### config.mk
export PLATFORM = sky130hd
export DESIGN_NAME = ber_tlv_stream_parser_core_flat
export DESIGN_NICKNAME = d
export VERILOG_FILES = /design/src/sv/btlv_pkg.sv /design/src/sv/btlv_stream_if.sv /design/src/sv/ber_tlv_stream_parser_core.sv /design/src/sv/btlv_decode.sv /design/src/flat_wrapper.sv
export SDC_FILE = /design/constraint.sdc
export NUM_CORES = 1
export LEC_CHECK = 0
export BUFFER_PORTS_ARGS = -buffer_cell sky130_fd_sc_hd__buf_2
export CORE_MARGIN = 2
export CORE_UTILIZATION = 27
export DETAILED_ROUTE_END_ITERATION = 8
export GPL_ROUTABILITY_DRIVEN = 0
export GPL_TIMING_DRIVEN = 0
export SETUP_SLACK_MARGIN = 0.05
export SKIP_CTS_REPAIR_TIMING = 1
export SKIP_LAST_GASP = 1
export SYNTH_ARGS = -nofsm -noshare
export SYNTH_HDL_FRONTEND = slang
export SYNTH_SLANG_ARGS = --single-unit
### constraint.sdc
create_clock -name clk -period 3.79 [get_ports clk]
set_input_delay 0.758 -clock clk [delete_from_list [all_inputs] [get_ports clk]]
set_output_delay 0.758 -clock clk [all_outputs]
set_load 0.02 [all_outputs]
### src/sv/btlv_pkg.sv
// Shared types and constants for the BER-TLV stream parser.
`default_nettype none

package btlv_pkg;

    localparam int MAX_TAG_BYTES_DEF    = 4;
    localparam int MAX_LENGTH_BYTES_DEF = 4;

    // Counter width for tag and length byte counts (counts reach four; the width holds up to seven).
    localparam int CNT_W = 3;

    localparam logic [7:0] TAG_MULTI_MASK = 8'h1F;
    localparam logic [7:0] LEN_LONG_MIN   = 8'h81;
    localparam logic [7:0] LEN_LONG_MAX   = 8'h84;

    localparam logic [1:0] ROLE_TAG    = 2'd0;
    localparam logic [1:0] ROLE_LENGTH = 2'd1;
    localparam logic [1:0] ROLE_VALUE  = 2'd2;
    localparam logic [1:0] ROLE_REJECT = 2'd3;

    typedef enum logic [4:0] {
        PH_TAG_FIRST = 5'b00001,
        PH_TAG_MORE  = 5'b00010,
        PH_LEN_FIRST = 5'b00100,
        PH_LEN_MORE  = 5'b01000,
        PH_VALUE     = 5'b10000
    } phase_t;

    typedef struct packed {
        logic [7:0] data_byte;
        logic       resync;
    } byte_in_t;

    typedef struct packed {
        logic [1:0]  byte_role;
        logic [31:0] tag_value;
        logic [31:0] length_value;
        logic [7:0]  value_byte;
        logic        header_done;
        logic        item_end;
        logic        constructed;
        logic [1:0]  tag_class;
    } result_t;

    typedef struct packed {
        phase_t             phase;
        logic [31:0]        tag_accum;
        logic [CNT_W-1:0]   tag_cnt;
        logic [2:0]         first_hi;   // bits 7:5 of the first tag byte
        logic [31:0]        len_accum;
        logic [CNT_W-1:0]   len_left;
        logic [31:0]        val_left;
    } parse_state_t;

endpackage

`default_nettype wire

### src/sv/btlv_stream_if.sv
// Valid/ready stream channel carrying one payload word.
`default_nettype none

interface btlv_stream_if #(
    parameter type payload_t = logic
);
    logic     valid;
    logic     ready;
    payload_t payload;

    modport source (output valid, output payload, input ready);
    modport sink   (input valid, input payload, output ready);
endinterface

`default_nettype wire

### src/sv/ber_tlv_stream_parser_core.sv
// Top level of the BER-TLV stream parser: input stage, decode, result register.
//
// Usage:
//   stream  (sink)   one word per encoded byte: data_byte and resync. A word with
//                    resync set is taken as the first byte of a new tag and any
//                    partial item is dropped without an item end.
//   result  (source) one word per accepted byte: role, tag so far, length,
//                    value byte, header done, item end, constructed and class.
//   Path: an accepted byte passes through one input register, then one result
//   register, before it shows on result with valid high.
//   Throughput: one byte per clock while result.ready is high; the running parse state is updated by a
//   single pass of decode logic each time the input stage hands a byte on.
//   Stall: when result.ready is low the result register holds, the input
//   register holds behind it and stream.ready drops only once both are full.
//   Reset: rst_n low clears both valid flags and puts the parser in the state
//   that expects a first tag byte with tag, length and counters cleared.
`default_nettype none

module ber_tlv_stream_parser_core
    import btlv_pkg::*;
#(
    parameter int MAX_TAG_BYTES    = MAX_TAG_BYTES_DEF,
    parameter int MAX_LENGTH_BYTES = MAX_LENGTH_BYTES_DEF
) (
    input  wire           clk,
    input  wire           rst_n,
    btlv_stream_if.sink   stream,
    btlv_stream_if.source result
);

    logic         in_valid_reg;
    byte_in_t     in_word_reg;
    logic         out_valid_reg;
    result_t      out_word_reg;
    parse_state_t state_reg;
    parse_state_t state_next;
    result_t      res_next;
    logic         advance;

    // The input stage moves on when the result register is empty or drained.
    assign advance      = !out_valid_reg || result.ready;
    assign stream.ready = !in_valid_reg || advance;

    btlv_decode #(
        .MAX_TAG_BYTES    (MAX_TAG_BYTES),
        .MAX_LENGTH_BYTES (MAX_LENGTH_BYTES)
    ) u_decode (
        .cur  (state_reg),
        .item (in_word_reg),
        .nxt  (state_next),
        .res  (res_next)
    );

    // Input register: capture a word whenever there is room.
    always_ff @(posedge clk or negedge rst_n)
    begin
        if (!rst_n)
            in_valid_reg <= 1'b0;
        else if (stream.ready)
            in_valid_reg <= stream.valid;
    end

    always_ff @(posedge clk)
    begin
        if (stream.ready && stream.valid)
            in_word_reg <= stream.payload;
    end

    // Parse state: advance only when a byte leaves the input register.
    always_ff @(posedge clk or negedge rst_n)
    begin
        if (!rst_n)
        begin
            state_reg.phase     <= PH_TAG_FIRST;
            state_reg.tag_accum <= '0;
            state_reg.tag_cnt   <= '0;
            state_reg.first_hi  <= '0;
            state_reg.len_accum <= '0;
            state_reg.len_left  <= '0;
            state_reg.val_left  <= '0;
        end
        else if (in_valid_reg && advance)
            state_reg <= state_next;
    end

    // Result register: hold while the receiver stalls.
    always_ff @(posedge clk or negedge rst_n)
    begin
        if (!rst_n)
            out_valid_reg <= 1'b0;
        else if (advance)
            out_valid_reg <= in_valid_reg;
    end

    always_ff @(posedge clk)
    begin
        if (advance && in_valid_reg)
            out_word_reg <= res_next;
    end

    assign result.valid   = out_valid_reg;
    assign result.payload = out_word_reg;

endmodule

`default_nettype wire

### src/sv/btlv_decode.sv
// Next-state and result logic for one byte of the TLV stream.
`default_nettype none

module btlv_decode
    import btlv_pkg::*;
#(
    parameter int MAX_TAG_BYTES    = MAX_TAG_BYTES_DEF,
    parameter int MAX_LENGTH_BYTES = MAX_LENGTH_BYTES_DEF
) (
    input  parse_state_t cur,
    input  byte_in_t     item,
    output parse_state_t nxt,
    output result_t      res
);

    localparam logic [CNT_W-1:0] TAG_LIMIT = CNT_W'(MAX_TAG_BYTES);
    localparam logic [CNT_W-1:0] LEN_LIMIT = CNT_W'(MAX_LENGTH_BYTES);

    logic [7:0]       b;
    phase_t           ph;
    logic [CNT_W-1:0] tag_cnt_inc;
    logic [CNT_W-1:0] len_left_dec;
    logic [31:0]      len_shift;
    logic [31:0]      val_dec;
    logic             long_ok;

    assign b            = item.data_byte;
    assign ph           = item.resync ? PH_TAG_FIRST : cur.phase;
    assign tag_cnt_inc  = cur.tag_cnt + CNT_W'(1);
    assign len_left_dec = cur.len_left - CNT_W'(1);
    assign len_shift    = {cur.len_accum[23:0], b};
    assign val_dec      = cur.val_left - 32'd1;
    assign long_ok      = (b >= LEN_LONG_MIN) && (b <= LEN_LONG_MAX)
                          && ({1'b0, b[3:0]} <= {{(5-CNT_W){1'b0}}, LEN_LIMIT});

    always_comb
    begin
        nxt                  = cur;
        res.byte_role        = ROLE_TAG;
        res.value_byte       = 8'd0;
        res.header_done      = 1'b0;
        res.item_end         = 1'b0;

        case (ph)
            PH_TAG_MORE:
            begin
                nxt.tag_accum = {cur.tag_accum[23:0], b};
                nxt.tag_cnt   = tag_cnt_inc;
                if (b[7] && (tag_cnt_inc < TAG_LIMIT))
                    nxt.phase = PH_TAG_MORE;
                else
                    nxt.phase = PH_LEN_FIRST;
            end
            PH_LEN_FIRST:
            begin
                if (!b[7])
                begin
                    res.byte_role   = ROLE_LENGTH;
                    res.header_done = 1'b1;
                    nxt.len_accum   = {24'd0, b};
                    if (b == 8'd0)
                    begin
                        res.item_end = 1'b1;
                        nxt.phase    = PH_TAG_FIRST;
                    end
                    else
                    begin
                        nxt.val_left = {24'd0, b};
                        nxt.phase    = PH_VALUE;
                    end
                end
                else if (long_ok)
                begin
                    res.byte_role = ROLE_LENGTH;
                    nxt.len_accum = 32'd0;
                    nxt.len_left  = CNT_W'(b[3:0]);
                    nxt.phase     = PH_LEN_MORE;
                end
                else
                begin
                    res.byte_role = ROLE_REJECT;
                    nxt.len_accum = 32'd0;
                    nxt.len_left  = '0;
                    nxt.phase     = PH_TAG_FIRST;
                end
            end
            PH_LEN_MORE:
            begin
                res.byte_role = ROLE_LENGTH;
                nxt.len_accum = len_shift;
                nxt.len_left  = len_left_dec;
                if (len_left_dec == '0)
                begin
                    res.header_done = 1'b1;
                    if (len_shift == 32'd0)
                    begin
                        res.item_end = 1'b1;
                        nxt.phase    = PH_TAG_FIRST;
                    end
                    else
                    begin
                        nxt.val_left = len_shift;
                        nxt.phase    = PH_VALUE;
                    end
                end
            end
            PH_VALUE:
            begin
                res.byte_role  = ROLE_VALUE;
                res.value_byte = b;
                nxt.val_left   = val_dec;
                if (val_dec == 32'd0)
                begin
                    res.item_end = 1'b1;
                    nxt.phase    = PH_TAG_FIRST;
                end
            end
            default:
            begin
                // first tag byte: restart the item
                nxt.tag_accum = {24'd0, b};
                nxt.tag_cnt   = CNT_W'(1);
                nxt.first_hi  = b[7:5];
                nxt.len_accum = 32'd0;
                nxt.len_left  = '0;
                nxt.val_left  = 32'd0;
                if (((b & TAG_MULTI_MASK) == TAG_MULTI_MASK) && (CNT_W'(1) < TAG_LIMIT))
                    nxt.phase = PH_TAG_MORE;
                else
                    nxt.phase = PH_LEN_FIRST;
            end
        endcase

        res.tag_value    = nxt.tag_accum;
        res.length_value = nxt.len_accum;
        res.constructed  = nxt.first_hi[0];
        res.tag_class    = nxt.first_hi[2:1];
    end

endmodule

`default_nettype wire

### src/flat_wrapper.sv
// flat-port wrapper written by rule: the top's interface ports become plain ports
module ber_tlv_stream_parser_core_flat import btlv_pkg::*;
#(
    parameter int MAX_TAG_BYTES    = MAX_TAG_BYTES_DEF,
    parameter int MAX_LENGTH_BYTES = MAX_LENGTH_BYTES_DEF
)
  (clk, rst_n, stream_valid, stream_payload, stream_ready, result_valid, result_payload, result_ready);
  btlv_stream_if #(.payload_t(byte_in_t)) stream_i ();
  btlv_stream_if #(.payload_t(result_t)) result_i ();
  input  wire clk;
  input  wire rst_n;
  input wire logic [$bits(stream_i.valid)-1:0] stream_valid;
  input wire logic [$bits(stream_i.payload)-1:0] stream_payload;
  output wire logic [$bits(stream_i.ready)-1:0] stream_ready;
  output wire logic [$bits(result_i.valid)-1:0] result_valid;
  output wire logic [$bits(result_i.payload)-1:0] result_payload;
  input wire logic [$bits(result_i.ready)-1:0] result_ready;
  assign stream_i.valid = stream_valid;
  assign stream_i.payload = stream_payload;
  assign stream_ready = stream_i.ready;
  assign result_valid = result_i.valid;
  assign result_payload = result_i.payload;
  assign result_i.ready = result_ready;
  ber_tlv_stream_parser_core #(.MAX_TAG_BYTES(MAX_TAG_BYTES), .MAX_LENGTH_BYTES(MAX_LENGTH_BYTES)) u_core (.clk(clk), .rst_n(rst_n), .stream(stream_i), .result(result_i));
endmodule
# After elaboration in Yosys (flattened, before gate mapping)
# Cells that the tools add are included.
[op_classes]
n_eq_ne = 11
n_reduce_logical = 20
add_sub_neg = 3
mux = 31
magnitude_cmp = 4
bitwise_logic = 3
[ops]
columns = ["cell", "count"]
rows = [
  ["$mux W32", 4],
  ["$pmux W32 S4", 1],
  ["$pmux W35 S3", 1],
  ["$pmux W35 S2", 1],
  ["$logic_not A32 Y1", 2],
  ["$sub A32 B1 Y32 const B", 1],
  ["$mux W5", 6],
  ["$pmux W5 S4", 1],
  ["$mux W3", 5],
  ["$eq A5 B5 Y1 const B", 2],
  ["$ne A2 B2 Y1 const B", 5],
  ["$ge A8 B8 Y1 const B", 1],
  ["$le A8 B8 Y1 const B", 1],
  ["$logic_not A8 Y1", 1],
  ["$mux W2", 4],
  ["$mux W7", 1],
  ["$pmux W2 S3", 1],
  ["$reduce_and A3 Y1", 2],
  ["$reduce_and A6 Y1", 1],
  ["$eq A5 B2 Y1 const B", 1],
  ["$eq A5 B3 Y1 const B", 1],
  ["$eq A5 B4 Y1 const B", 1],
  ["$logic_and A1 B1 Y1", 5],
  ["$le A4 B3 Y1 const B", 1],
  ["other kinds (16)", 22],
]
[word_totals]
output_inout_bits = 81
word_cells = 91
ff_bits = 200
input_bits = 13

# Logic depth before layout (Yosys ltp)
# Gate-level depths: netlist of the first run.
[logic_depth]
depth_word = 6
ltp_mapped = 11
ltp_nobuf = 9

# Modules after synthesis
# Synthesis of the first run repeated with hierarchy kept, for this count alone.
[unflattened]
cells_unflattened = 839
area_unflattened_um2 = 10520.1
[modules_own_cells]
columns = ["module", "area_each_um2", "seq_area_each_um2", "instances", "cells_per_inst"]
rows = [
  ["ber_tlv_stream_parser_core", 7279.5, 5446.5, 1, 329],
  ["btlv_decode", 3240.6, 0.0, 1, 510],
]

# Worst setup path after synthesis of the first run
# Ideal clock, no wire load.
[synth_path]
path_kind = "input port to flip-flop"
startpoint = "input port result_ready"
endpoint = "register u_core.out_word_reg (netlist bit u_core.result.payload[0]) (enable)"
path_slack_ns = -0.427
t_required_ns = 3.316
setup_time_ns = 0.474
stages = 5
path_buffers = 2
arrival_time_ns = 3.743
path_cell_list = "nand2b_1 nand2_1 inv_1 clkbuf_1 buf_1"
[synth_between]
elab_chain_len = 2
[synth_lines]
columns = ["item", "line", "rtl"]
rows = [
  ["from (decl)", "flat_wrapper.sv:17", "input wire logic [$bits(result_i.ready)-1:0] result_ready;"],
  ["$logic_or A1 B1 Y1", "ber_tlv_stream_parser_core.sv:41", "assign advance = !out_valid_reg || result.ready;"],
  ["$logic_and A1 B1 Y1", "ber_tlv_stream_parser_core.sv:97", "if (advance && in_valid_reg)"],
  ["to (signal assigned)", "ber_tlv_stream_parser_core.sv:98", "out_word_reg <= res_next;"],
  ["to (decl)", "ber_tlv_stream_parser_core.sv:34", "result_t out_word_reg;"],
]
# Every way passes these cells.
# A chain may end at the register's enable or synchronous reset.

==> results of run 1 <==
[placed cells by master (no fill, tap or decap), types with 7 or more instances in the layout]
master,n
a21oi_1,26
a22o_1,33
a22oi_1,8
a32o_1,12
a32oi_1,12
and2_1,10
buf_1,8
buf_2,95
clkbuf_1,45
clkbuf_16,17
dfrtp_1,111
edfxtp_1,88
inv_1,12
mux2_2,23
nand2_1,177
nand3_1,14
nand4_1,9
nor2_1,51
nor3_1,18
nor4_1,22
o21ai_0,92
xnor2_1,7
[final cells by class]
type                    count  area (sq um)
well taps                 448           561
fillers                  3438         22500
plain buffers              58           233
flip-flops and latches    200          5450
repair buffers             95           527
clock inverters            15           208
clock buffers              17           425
multi-input cells         592          3420
inverters                  12          45.0
[per-stage QoR]
| stage | cells | hold slack, ns |
|---|---|---|
| after floorplan | 862 | 0.446 |
| after global placement | 1403 | 0.462 |
| after detailed placement | 1405 | 0.471 |
| after CTS | 1437 | 0.144 |
| after global routing | 1437 | 0.156 |
| final | 1437 | 0.160 |
[critical path: stages (launching register included)]
cell and delay [ns]:
dfrtp_1 0.43, inv_1 0.12, ha_1 0.24, or3b_2 0.45, buf_2 0.20, or4_4 0.43, buf_6 0.16, o21a_1 0.17
or4_4 0.54, a2111oi_2 0.32, nand3_1 0.11, o21ai_1 0.24
[how the worst max path moves through the flow]
stage | start | to | cells after the start
6_report | u_core.state_reg[0] | u_core.result.payload[3] | 11
3_5_place_dp | u_core.state_reg[0] | u_core.result.payload[3] | 11
5_1_grt | u_core.state_reg[0] | u_core.state_reg[109] | 11
4_1_cts | u_core.state_reg[0] | u_core.result.payload[3] | 11
3_3_place_gp | result_ready | u_core.result.payload[12] | 6
2_1_floorplan | u_core.state_reg[0] | u_core.state_reg[109] | 11
[cell families after synthesis]
group                    synth area share (%)
AO/OA/AOI/OAI                            15.1
XOR/XNOR                                0.961
adder cells (fa/ha/maj)                 0.686
buffers and inverters                    3.01
flip-flops                               59.7
multiplexers                             2.84
AND/OR/NAND/NOR                          17.7
[metal layers]
layer | vias up | GRT usage, % | wire (um)
met5 | - | 0 | 0
met4 | 0 | 5.66 | 629
met3 | 36 | 3.22 | 1640
met2 | 267 | 23.4 | 12200
met1 | 3634 | 20.3 | 11600
li1 | 3386 | - | -
[report_power, final]
group | switching (mW) | internal [mW] | leakage [nW]
registers | 0.114 | 2.44 | 2.38
clock network | 0.915 | 1.02 | 0.304
logic | 0.833 | 0.406 | 1.84
total | 1.86 | 3.86 | 4.53
==> flow_summary.json, run 1 <==
{
  "outcome": "finished clean",
  "crit_required_ns": 4.04,
  "power_mw": 5.72,
  "end_kind": "register",
  "peakVddDrop_uv": 355,
  "fmax_mhz": 278,
  "syn_nets": 880,
  "slew_headroom_pct": 36.7,
  "syn_to_final_growth_pct": 19.1,
  "setup_tns_ns": 0,
  "finalHoldViolations": 0,
  "fin_area_sq_um": 10900,
  "synthCells": 862,
  "row_count": 67,
  "setup_viol": 0,
  "r2r_slack_ns": 0.19,
  "clk_pin_slew_ns": 0.08,
  "synth_area_leaders": "dfrtp_1, edfxtp_1, nand2_1, o21ai_0, a22o_1",
  "coreArea_sq_um": 33400,
  "grt_max_degree": 91,
  "gr-usage-all-layers_pct": 15.0,
  "port_buffers": 93,
  "nNetsFinal": 994,
  "grt_overflow": 0,
  "synth_area_per_cell_sq_um": 10.6,
  "die_h_um": 188,
  "die_w_um": 188,
  "holdCritPathClass": "input port to async pin",
  "ys.flop_type": "dfrtp_1",
  "yosys.area.top_type": "dfrtp_1",
  "critPathMaxFanout": 10,
  "arrival_ns": 3.86,
  "diodes": 0,
  "leakage_nw": 4.53,
  "worst_slack_ns": 0.188,
  "cts_buffer_depth": 2,
  "post-route-util_pct": 32.6,
  "h-tree-depth": 4,
  "drt_pass1_iterations": 5,
  "rsz0062_at_grt": "no",
  "grt_pass1_wl_um": 41000,
  "grt_pass1_vias": 7181,
  "rr_startpoint": "u_core.state_reg[0]",
  "largest_register_ffs": 110,
  "initial_core_util_pct": 27.3,
  "wl_per_cell_um": 18.2,
  "worstSkewPairLatency_ns": 0.45,
  "seq_area_frac_synth_pct": 59.7,
  "cap_violations": 0,
  "r2r_cells": 11,
  "cts.sinks": 200,
  "root_buffer": "clkbuf_16",
  "synth_top_cells_by_count": "nand2_1, dfrtp_1, o21ai_0",
  "fin_skew_ns": 0.0141,
  "synth_cell_type_count": 60,
  "antenna_found_initial": 0,
  "yosysMostFrequentCell": "nand2_1",
  "vias": 7323,
  "synth_edf_count": 88,
  "min_period_ns": 3.60,
  "synth_area_sq_um": 9120,
  "yosysWarnings": 0,
  "ios": 94,
  "die_area_sq_um": 35300,
  "dpl_worst_slack_ns": 0.137,
  "cts_buffers": 17,
  "slew_viol_final": 0,
  "viasPerCell": 5.10,
  "cp-start-kind": "register",
  "cellPowerDensity_nw_per_um2": 527,
  "synth_seq_cells": 200,
  "placed_area_sq_um": 10200,
  "ant_nets": 0,
  "drc": 0,
  "reg2reg_to": "u_core.result.payload[3]",
  "cts_tree": "built",
  "drive_gt1_share_pct": 17.0,
  "min_period_over_period_pct": 95.0,
  "first_iter_violations": 798,
  "tightest_slew_ns": 0.948,
  "synthArstFlopShare_pct": 56.0,
  "dpl.hpwl_um": 17900,
  "synth_top_area_share_pct": 30.5,
  "crit_type": "register to register",
  "wirelength_um": 26100
}
Power figures use the tool's default switching activity.
==> run 2, diff against run 1 <==
--- a/config.mk
+++ b/config.mk
@@ -6,11 +6,13 @@
 export NUM_CORES = 1
 export LEC_CHECK = 0
 export BUFFER_PORTS_ARGS = -buffer_cell sky130_fd_sc_hd__buf_2
+export CAP_MARGIN = 20
 export CORE_MARGIN = 2
 export CORE_UTILIZATION = 27
 export DETAILED_ROUTE_END_ITERATION = 8
 export GPL_ROUTABILITY_DRIVEN = 0
 export GPL_TIMING_DRIVEN = 0
+export PLACE_DENSITY_LB_ADDON = 0.12
 export SETUP_SLACK_MARGIN = 0.05
 export SKIP_CTS_REPAIR_TIMING = 1
 export SKIP_LAST_GASP = 1
==> flow_summary.json, run 2 (synthesis results as in run 1) <==
{
  "grt_pass1_vias": 7027,
  "fillCellCount": 3546,
  "viasPerCell": 4.98,
  "outcome": "finished clean",
  "crit_chain": "buf_2, or4_1, clkbuf_1, or4_1, clkbuf_2, o41ai_1, nand3_1, a2111oi_0, a21oi_1, o22a_1",
  "rsz0062_at_grt": "no",
  "vias": 7151,
  "clk_pin_slew_ns": 0.08,
  "leakage_nw": 4.52,
  "end_kind": "register",
  "nNetsFinal": 994,
  "worstSkewPairLatency_ns": 0.44,
  "die_h_um": 188,
  "cts_tree": "built",
  "min_period_over_period_pct": 98.0,
  "largest_register_ffs": 110,
  "min_period_ns": 3.72,
  "crit_path_max_incr_delay_ns": 0.67,
  "initial_core_util_pct": 27.3,
  "diodes": 0,
  "coreArea_sq_um": 33400,
  "drive_gt1_share_pct": 16.7,
  "peakVddDrop_uv": 317,
  "worst_slack_ns": 0.0741,
  "dpl.hpwl_um": 19400,
  "cts_buffer_depth": 2,
  "cts_buffers": 17,
  "grt_overflow": 0,
  "row_count": 67,
  "die_w_um": 188,
  "fin_skew_ns": 0.0127,
  "cp-start-kind": "register",
  "ios": 94,
  "setup_viol": 0,
  "gr-usage-all-layers_pct": 16.4,
  "critPathMaxFanout": 10,
  "ant_nets": 0,
  "wirelength_um": 28400,
  "slowest_stage": "a2111oi_0",
  "grt_pass1_wl_um": 44100,
  "antenna_found_initial": 0,
  "die_area_sq_um": 35300,
  "dpl_worst_slack_ns": 0.107,
  "cap_violations": 0,
  "layout_common_cells": "nand2_1, dfrtp_1, buf_2",
  "rr_startpoint": "u_core.state_reg[2]",
  "holdCritPathClass": "input port to async pin",
  "syn_to_final_growth_pct": 18.9,
  "slew_viol_final": 0,
  "port_buffers": 93,
  "h-tree-depth": 4,
  "r2r_slack_ns": 0.07,
  "placed_area_sq_um": 10200,
  "r2r_cells": 10,
  "root_buffer": "clkbuf_16",
  "cts.sinks": 200,
  "fin_area_sq_um": 10800,
  "reg2reg_to": "u_core.state_reg[109]",
  "crit_required_ns": 4.11,
  "drc": 0,
  "mostFrequentLayoutCell": "nand2_1",
  "fmax_mhz": 269,
  "arrival_ns": 4.04,
  "tightest_slew_ns": 0.962,
  "drt_pass1_iterations": 5,
  "first_iter_violations": 545,
  "cellPowerDensity_nw_per_um2": 531,
  "wl_per_cell_um": 19.8,
  "slew_headroom_pct": 35.8,
  "finalHoldViolations": 0,
  "crit_type": "register to register",
  "crit_top_cell": "or4_1",
  "grt_max_degree": 69
}
run 2: area by class of cell:
type	instances	area (sq um)	share of cell area (%)
Timing Repair Buffer	95	527	4.86
Buffer	58	234	2.16
Tap cell	448	561	5.17
Multi-Input combinational cell	592	3400	31.4
Sequential cell	200	5450	50.3
Clock inverter	13	189	1.74
Inverter	12	45.0	0.416
Clock buffer	19	433	3.99
run 2: report_power, final:
| part | switching (mW) | internal, mW | total [mW] |
|---|---|---|---|
| clock network | 0.897 | 1.07 | 1.96 |
| registers | 0.113 | 2.44 | 2.55 |
| logic | 0.838 | 0.406 | 1.24 |
| total | 1.85 | 3.91 | 5.76 |
run 2: how the worst max path moves through the flow:
| stage | start | to | slack (ns) | depth (start not counted) |
|---|---|---|---|---|
| global placement | result_ready | u_core.result.payload[55] | -0.48 | 6 |
| detailed placement | u_core.state_reg[2] | u_core.result.payload[3] | 0.11 | 10 |
| global route | u_core.state_reg[2] | u_core.state_reg[109] | 0.03 | 10 |
| finish | u_core.state_reg[2] | u_core.state_reg[109] | 0.07 | 10 |
| CTS | u_core.state_reg[2] | u_core.result.payload[3] | 0.05 | 10 |
| floorplan | u_core.state_reg[0] | u_core.state_reg[109] | 0.59 | 11 |
run 2: worst max-delay path: cells and delay by family (launching register included):
kind | cells | cell delay, ns
buffers and inverters | 3 | 0.64
AOI/OAI and AO/OA | 4 | 1.42
DFF | 1 | 0.36
and+or+nand+nor | 3 | 1.17
run 2: metal layers:
metal,vias up,global-route usage (%),wire length [um]
li1,3387,-,-
met1,3593,24.3,14300
met2,154,24.8,12700
met3,17,2.99,1200
met4,0,3.79,251
met5,-,0,0
run 2: metrics by stage:
| step | total power [mW] | TNS [ns] | std cells | hold slack, ns | utilization (%) |
|---|---|---|---|---|---|
| 6_report | 5.76 | 0 | 1437 | 0.241 | 32.5 |
| 4_1_cts | 5.81 | 0 | 1437 | 0.254 | 32.5 |
| 5_1_grt | 6.04 | 0 | 1437 | 0.264 | 32.5 |
| 3_3_place_gp | 3.82 | -40.08 | 1403 | 0.463 | 30.4 |
| 3_5_place_dp | 3.83 | 0 | 1405 | 0.463 | 30.6 |
| 2_1_floorplan | 3.40 | 0 | 862 | 0.446 | - |
